File: src/hw/rtl/smpq_pkg.sv
// Shared types and constants for the sorted max-priority queue.
// Used by the queue cells, the top level and the port checker; no dependencies.
package smpq_pkg;

  localparam int unsigned ValueW = 32;
  localparam int unsigned CountW = 5;

  // Operation code carried by an input transaction.
  typedef enum logic {
    FUNC_INSERT  = 1'b0,
    FUNC_EXTRACT = 1'b1
  } func_e;

  // Status code returned with every result transaction.
  typedef enum logic [1:0] {
    ST_INSERTED  = 2'd0,
    ST_EXTRACTED = 2'd1,
    ST_EMPTY_ERR = 2'd2,
    ST_FULL_DROP = 2'd3
  } status_e;

  // Command broadcast from the top level to every cell.
  typedef struct packed {
    logic                     insert;
    logic                     extract;
    logic signed [ValueW-1:0] value;
  } cell_cmd_t;

  // One result transaction.
  typedef struct packed {
    logic signed [ValueW-1:0] result_value;
    status_e                  status;
    logic [CountW-1:0]        count;
    logic                     is_empty;
  } rsp_t;

endpackage

File: src/hw/rtl/smpq_cell.sv
// One slot of the sorted chain: holds a value and moves it to a neighbor.
// Depends on smpq_pkg for the broadcast command type.
module smpq_cell import smpq_pkg::*; (
  input  logic                     clk_i,
  input  cell_cmd_t                cmd_i,
  input  logic                     occupied_i,
  input  logic                     left_ge_i,
  input  logic signed [ValueW-1:0] left_value_i,
  input  logic signed [ValueW-1:0] right_value_i,
  output logic                     ge_o,
  output logic signed [ValueW-1:0] value_o
);

  logic signed [ValueW-1:0] value_q;
  logic signed [ValueW-1:0] value_d;
  logic                     load;

  // This slot holds a value at least as large as the one being inserted.
  assign ge_o = occupied_i && (value_q >= cmd_i.value);

  // Insert keeps values at least as large, takes the new value at the boundary and shifts
  // the rest down by one; extract shifts everything up by one.
  always_comb begin
    load    = 1'b0;
    value_d = value_q;
    if (cmd_i.extract) begin
      load    = 1'b1;
      value_d = right_value_i;
    end else if (cmd_i.insert && !ge_o) begin
      load    = 1'b1;
      value_d = left_ge_i ? cmd_i.value : left_value_i;
    end
  end

  // Payload register, no reset needed: occupancy comes from the count.
  always_ff @(posedge clk_i) begin
    if (load) begin
      value_q <= value_d;
    end
  end

  assign value_o = value_q;

endmodule

File: src/hw/rtl/sorted_max_priority_queue.sv
// Bounded max-priority queue of signed 32-bit values, kept sorted in a chain
// of CAPACITY cells with the largest value in the first cell. For each insert or
// extract transaction the value is broadcast to all cells, each compares it with
// its own value and either keeps its value, takes the new one or takes a
// neighbor's, so one signed compare per cell sets the cycle. A new transaction
// is taken every cycle while the two-entry result buffer has room; every
// transaction yields exactly one result carrying the status, the count after
// the operation and an empty flag. Extract while empty and insert while full
// leave the contents unchanged and report an error status.
// Depends on smpq_pkg and smpq_cell.
module sorted_max_priority_queue import smpq_pkg::*; #(
  parameter int unsigned CAPACITY = 16
) (
  input  logic                     clk_i,
  input  logic                     rst_ni,
  input  logic                     in_valid_i,
  output logic                     in_stall_o,
  input  logic                     func_i,
  input  logic signed [ValueW-1:0] value_i,
  output logic                     out_valid_o,
  input  logic                     out_stall_i,
  output logic signed [ValueW-1:0] result_value_o,
  output logic [1:0]               status_o,
  output logic [CountW-1:0]        count_o,
  output logic                     is_empty_o
);

  localparam int unsigned CntW = $clog2(CAPACITY + 1);

  logic [CntW-1:0]          count_q;
  logic [CntW-1:0]          count_d;
  logic                     in_fire;
  logic                     is_full;
  logic                     is_empty;
  cell_cmd_t                cmd;
  rsp_t                     rsp;
  logic [CntW+CountW-1:0]   count_ext;

  logic [CAPACITY-1:0]                    occupied;
  logic [CAPACITY-1:0]                    ge;
  logic signed [CAPACITY-1:0][ValueW-1:0] cell_value;

  rsp_t out_q;
  rsp_t skid_q;
  logic out_valid_q;
  logic skid_valid_q;
  logic out_fire;
  logic out_free;

  // Input handshake: a transaction is taken while the skid slot is empty.
  assign in_stall_o = skid_valid_q;
  assign in_fire    = in_valid_i && !skid_valid_q;
  assign is_full    = (count_q == CntW'(CAPACITY));
  assign is_empty   = (count_q == '0);

  // Command to the cells, gated so a rejected operation changes nothing.
  always_comb begin
    cmd.value   = value_i;
    cmd.insert  = in_fire && (func_i == FUNC_INSERT) && !is_full;
    cmd.extract = in_fire && (func_i == FUNC_EXTRACT) && !is_empty;
  end

  // Chain of cells, largest value in cell 0.
  for (genvar g = 0; g < CAPACITY; g++) begin : g_cell
    logic                     left_ge;
    logic signed [ValueW-1:0] left_value;
    logic signed [ValueW-1:0] right_value;

    assign occupied[g] = (count_q > CntW'(g));

    if (g == 0) begin : g_first
      assign left_ge    = 1'b1;
      assign left_value = '0;
    end else begin : g_inner
      assign left_ge    = ge[g-1];
      assign left_value = cell_value[g-1];
    end

    if (g == CAPACITY - 1) begin : g_last
      assign right_value = '0;
    end else begin : g_mid
      assign right_value = cell_value[g+1];
    end

    smpq_cell u_cell (
      .clk_i        (clk_i),
      .cmd_i        (cmd),
      .occupied_i   (occupied[g]),
      .left_ge_i    (left_ge),
      .left_value_i (left_value),
      .right_value_i(right_value),
      .ge_o         (ge[g]),
      .value_o      (cell_value[g])
    );
  end

  // Next count and the result of the current transaction.
  always_comb begin
    count_d          = count_q;
    rsp.result_value = '0;
    rsp.status       = ST_INSERTED;
    if (func_i == FUNC_INSERT) begin
      if (is_full) begin
        rsp.status = ST_FULL_DROP;
      end else begin
        count_d    = count_q + CntW'(1);
        rsp.status = ST_INSERTED;
      end
    end else begin
      if (is_empty) begin
        rsp.status = ST_EMPTY_ERR;
      end else begin
        count_d          = count_q - CntW'(1);
        rsp.result_value = cell_value[0];
        rsp.status       = ST_EXTRACTED;
      end
    end
    count_ext    = {{CountW{1'b0}}, count_d};
    rsp.count    = count_ext[CountW-1:0];
    rsp.is_empty = (count_d == '0);
  end

  // Count register.
  always_ff @(posedge clk_i or negedge rst_ni) begin
    if (!rst_ni) begin
      count_q <= '0;
    end else if (in_fire) begin
      count_q <= count_d;
    end
  end

  // Output register with a skid slot behind it.
  assign out_fire = out_valid_q && !out_stall_i;
  assign out_free = !out_valid_q || out_fire;

  always_ff @(posedge clk_i or negedge rst_ni) begin
    if (!rst_ni) begin
      out_valid_q  <= 1'b0;
      skid_valid_q <= 1'b0;
    end else begin
      if (skid_valid_q) begin
        if (out_fire) begin
          skid_valid_q <= 1'b0;
        end
      end else if (in_fire) begin
        if (out_free) begin
          out_valid_q <= 1'b1;
        end else begin
          skid_valid_q <= 1'b1;
        end
      end else if (out_fire) begin
        out_valid_q <= 1'b0;
      end
    end
  end

  // Result payload registers.
  always_ff @(posedge clk_i) begin
    if (skid_valid_q) begin
      if (out_fire) begin
        out_q <= skid_q;
      end
    end else if (in_fire) begin
      if (out_free) begin
        out_q <= rsp;
      end else begin
        skid_q <= rsp;
      end
    end
  end

  assign out_valid_o    = out_valid_q;
  assign result_value_o = out_q.result_value;
  assign status_o       = out_q.status;
  assign count_o        = out_q.count;
  assign is_empty_o     = out_q.is_empty;

endmodule

File: config.mk
export PLATFORM = sky130hd
export DESIGN_NAME = sorted_max_priority_queue
export DESIGN_NICKNAME = d
export VERILOG_FILES = /design/src/hw/rtl/smpq_pkg.sv /design/src/hw/rtl/smpq_cell.sv /design/src/hw/rtl/sorted_max_priority_queue.sv
export SDC_FILE = /design/constraint.sdc
export NUM_CORES = 2
export LEC_CHECK = 0
export BUFFER_PORTS_ARGS = -buffer_cell sky130_fd_sc_hd__buf_2
export CAP_MARGIN = 20
export CORE_MARGIN = 2
export CORE_UTILIZATION = 60
export DETAILED_ROUTE_END_ITERATION = 7
export GPL_TIMING_DRIVEN = 0
export PLACE_DENSITY = 0.77
export SLEW_MARGIN = 20
export SYNTH_ARGS = -nofsm -noshare
export SYNTH_HDL_FRONTEND = slang
export SYNTH_HIERARCHICAL = 1
export SYNTH_SLANG_ARGS = --single-unit
export TNS_END_PERCENT = 100
File: constraint.sdc
create_clock -name clk_i -period 5.1 [get_ports clk_i]
set_clock_uncertainty 0.1 [all_clocks]
set_input_delay 0.255 -clock clk_i [delete_from_list [all_inputs] [get_ports clk_i]]
set_output_delay 0.255 -clock clk_i [all_outputs]
set_load 0.005 [all_outputs]
==> flow_metrics.env <==
export IMPL_finalInstanceArea_sq_um=48200
export IMPL_num_io_pins=79
export IMPL_post_synth_cell_area_avg_sq_um=9.86
export IMPL_holdCritPathClass="in2reg"
export IMPL_wire_length_of_the_first_global_routing_pass_mm=181
export IMPL_post_place_ws_ns=0.718
export IMPL_place_port_buffers=77
export IMPL_seq_area_sq_um=18000
export IMPL_startpoint_type="flop"
export IMPL_seqPwrFrac_pct=36.0
export IMPL_worstPathMaxFanout=32
export IMPL_cp_top_family="buffers and inverters"
export IMPL_drt_pass1_iter_count=6
export IMPL_floorplan_die_area_sq_um=74700
export IMPL_powerDensity_nw_per_um2=536
export IMPL_cts_sinks=599
export IMPL_drt_wl_total_mm=114
export IMPL_cts_hold_buffers_added=4
export IMPL_layout_cells_non_filler=5649
export IMPL_p_clk_share_pct=19.7
export IMPL_run_status="finished clean"
export IMPL_post_cts_repair_setup_buffers=0
export IMPL_synth_warnings=6
export IMPL_worst_setup_hold_path_clk_slew_ns=0.06
export IMPL_cp_num_cells=12
export IMPL_max_slew_worst_pin_slew_ns=1.05
export IMPL_worstPathCellList="clkbuf_1, inv_1, ha_1, nor4b_4, inv_1, nand2_1, nor2_4, buf_12, clkbuf_1, o22ai_1, o21ba_2, buf_12"
export IMPL_final_layout_size_suffix_gt1_share_pct=8.13
export IMPL_initial_antenna_violation_count=1
export IMPL_drv_cap=0
export IMPL_synthesized_cell_area_sq_um=43500
export IMPL_cp_endpoint="g_cell[15].u_cell/value_o[26]"
export IMPL_finalSetupViolCount=0
export IMPL_crit_arrival_ns=4.63
export IMPL_placed_cells_incl_taps=5523
export IMPL_setup_repair_after_global_routing_missed_its_margin="no"
export IMPL_detailedRoute_firstIterationViolations=3929
export IMPL_setup_slack_ns=0.684
export IMPL_core_area_sq_um=71600
export IMPL_switching_power_mw=10.2
export IMPL_category_of_the_critical_setup_timing_path="reg2reg"
export IMPL_placement_cell_area_sq_um=45900
export IMPL_final_min_period_over_clock_period_pct=86.6
export IMPL_fin_setup_tns_ns=0
export IMPL_final_net_count=5201
export IMPL_hpwl_mm=86.7
export IMPL_detail_route_wl_per_cell_um=20.2
export IMPL_cts_max_path_buffers=3
export IMPL_vias_per_cell=6.16
export IMPL_swShare_pct=39.5
export IMPL_clk_latency_ns=0.62
export IMPL_combPwrFrac_pct=44.4
export IMPL_timing_final_hold_violations=0
export IMPL_timing_critical_path_slowest_stage_cell="nor2_4"
export IMPL_multi_input_area_sq_um=23000
export IMPL_first_global_vias=34200
export IMPL_worstReg2RegEnd="g_cell[15].u_cell/value_o[26]"
export IMPL_cts_htree_levels=3
export IMPL_grt_max_degree=33
export IMPL_worstSetupStartpoint="count_q[0]"
export IMPL_tritoncts="built"
export IMPL_holdWs_ns=0.242
export IMPL_critPathCaptureType="flop"
export IMPL_r2r_start="count_q[0]"
export IMPL_drc_violations_left=0
export IMPL_power_leakage_nw=20.8
export IMPL_worst_path_buf_inv=6
export IMPL_ir_drop_mv=0.378
export IMPL_gr_total_overflow=0
export IMPL_final_design_utilization_pct=67.3
export IMPL_timing_final_max_slew_violations=0
export IMPL_detail_route_antenna_nets=0
export IMPL_fp_row_count=98
export IMPL_area_growth_syn_to_layout_pct=10.7
export IMPL_relSlewSlack_pct=29.5
export IMPL_clock_tree_root_cell="clkbuf_16"
export IMPL_cts_repair_resize_count=0
export IMPL_place_congestion=0.883
export IMPL_max_stage_delay_ns=0.52
export IMPL_fp_dieH_um=273
export IMPL_number_of_standard_cells_after_synthesis=4413
export IMPL_finalCriticalPeriod_ns=4.42
export IMPL_power_total_mw=25.8
export IMPL_timing_reg2reg_worst_path_depth=12
export IMPL_internal_power_mw=15.6
export IMPL_worstPathRequired_ns=5.31
export IMPL_fillers=5537
export IMPL_floorplan_initialDensity_pct=60.8
export IMPL_gr_usage_all_layers_pct=30.3
export IMPL_r2r_slack_ns=0.68
export IMPL_achievable_frequency_ghz=0.226
export IMPL_chip_width_um=273
export IMPL_detailroute_via_count=34800
export IMPL_cts_buffers=67
[sequential cells by signal, indices dropped and copies added, names as in the netlist]
| name | flops |
|---|---|
| g_cell.u_cell/value_o | 512 |
| status_o | 2 |
| in_stall_o | 1 |
| count_o | 5 |
| result_value_o | 32 |
| out_valid_o | 1 |
| count_q | 5 |
| skid_q | 40 |
| is_empty_o | 1 |
[cell usage in the layout, fill, tap and decap left out, drive strengths merged, types with 2 or more instances in the layout]
master	instances
a211oi	48
and3	17
mux2i	529
o31ai	19
inv	556
nor2b	35
mux2	38
buf	149
clkbuf	227
o32ai	17
nor2	30
nand3	49
nor4	16
nor4b	2
nand2	627
o31a	15
ha	518
edfxtp	592
a21o	49
o22ai	2
conb	65
xnor2	3
a21oi	212
nand2b	19
nor3	3
o21a	15
nand4	95
bufinv	8
o21ai	597
and4	33
clkinv	25
dlygate4sd3	4
o211ai	17
dfrtp	7
o2bb2ai	15
and2	33
[final cells by class]
| type | instances | share of cell area, % |
|---|---|---|
| repair buffers | 101 | 1.92 |
| multi-input cells | 3129 | 47.7 |
| well taps | 950 | 2.47 |
| plain buffers | 194 | 1.66 |
| diodes | 1 | 0.00520 |
| flip-flops and latches | 599 | 37.3 |
| clock buffers | 85 | 3.79 |
| inverters | 554 | 4.32 |
| clock inverters | 36 | 0.852 |
[worst reg2reg max path: stages, from the launching register on]
cell	delay, ns
dfrtp_1	0.37
clkbuf_1	0.40
inv_1	0.21
ha_1	0.31
nor4b_4	0.18
inv_1	0.23
nand2_1	0.14
nor2_4	0.53
buf_12	0.29
clkbuf_1	0.49
o22ai_1	0.18
o21ba_2	0.43
buf_12	0.24
[worst min path at each step]
stage | slack, ns | start | to | cells past startpoint
2_1_floorplan | -0.14 | rst_ni | count_q[0] | 0
3_3_place_gp | 0.02 | rst_ni | count_q[4] | 1
3_5_place_dp | 0.03 | rst_ni | count_q[4] | 1
4_1_cts | 0.21 | func_i | skid_q[7] | 3
5_1_grt | 0.30 | func_i | skid_q[7] | 3
6_report | 0.24 | func_i | skid_q[7] | 3
[per-layer routing]
metal | wire [um] | vias to the layer above | GRT usage [%]
met5 | 0 | - | 0
met4 | 2060 | 0 | 7.58
met3 | 9720 | 134 | 3.89
met2 | 51200 | 1316 | 46.7
met1 | 51400 | 17000 | 45.1
li1 | - | 16300 | -
[power by group through the flow]
stage | Clock (mW) | Sequential, mW | Combinational [mW]
2_1_floorplan | 0 | 8.93 | 7.93
3_3_place_gp | 0 | 9.46 | 10.2
3_5_place_dp | 0 | 9.36 | 11.1
4_1_cts | 5.13 | 9.29 | 11.2
5_1_grt | 5.33 | 9.46 | 12.5
6_report | 5.08 | 9.29 | 11.5
No activity file was read; power rests on OpenSTA's default activity.
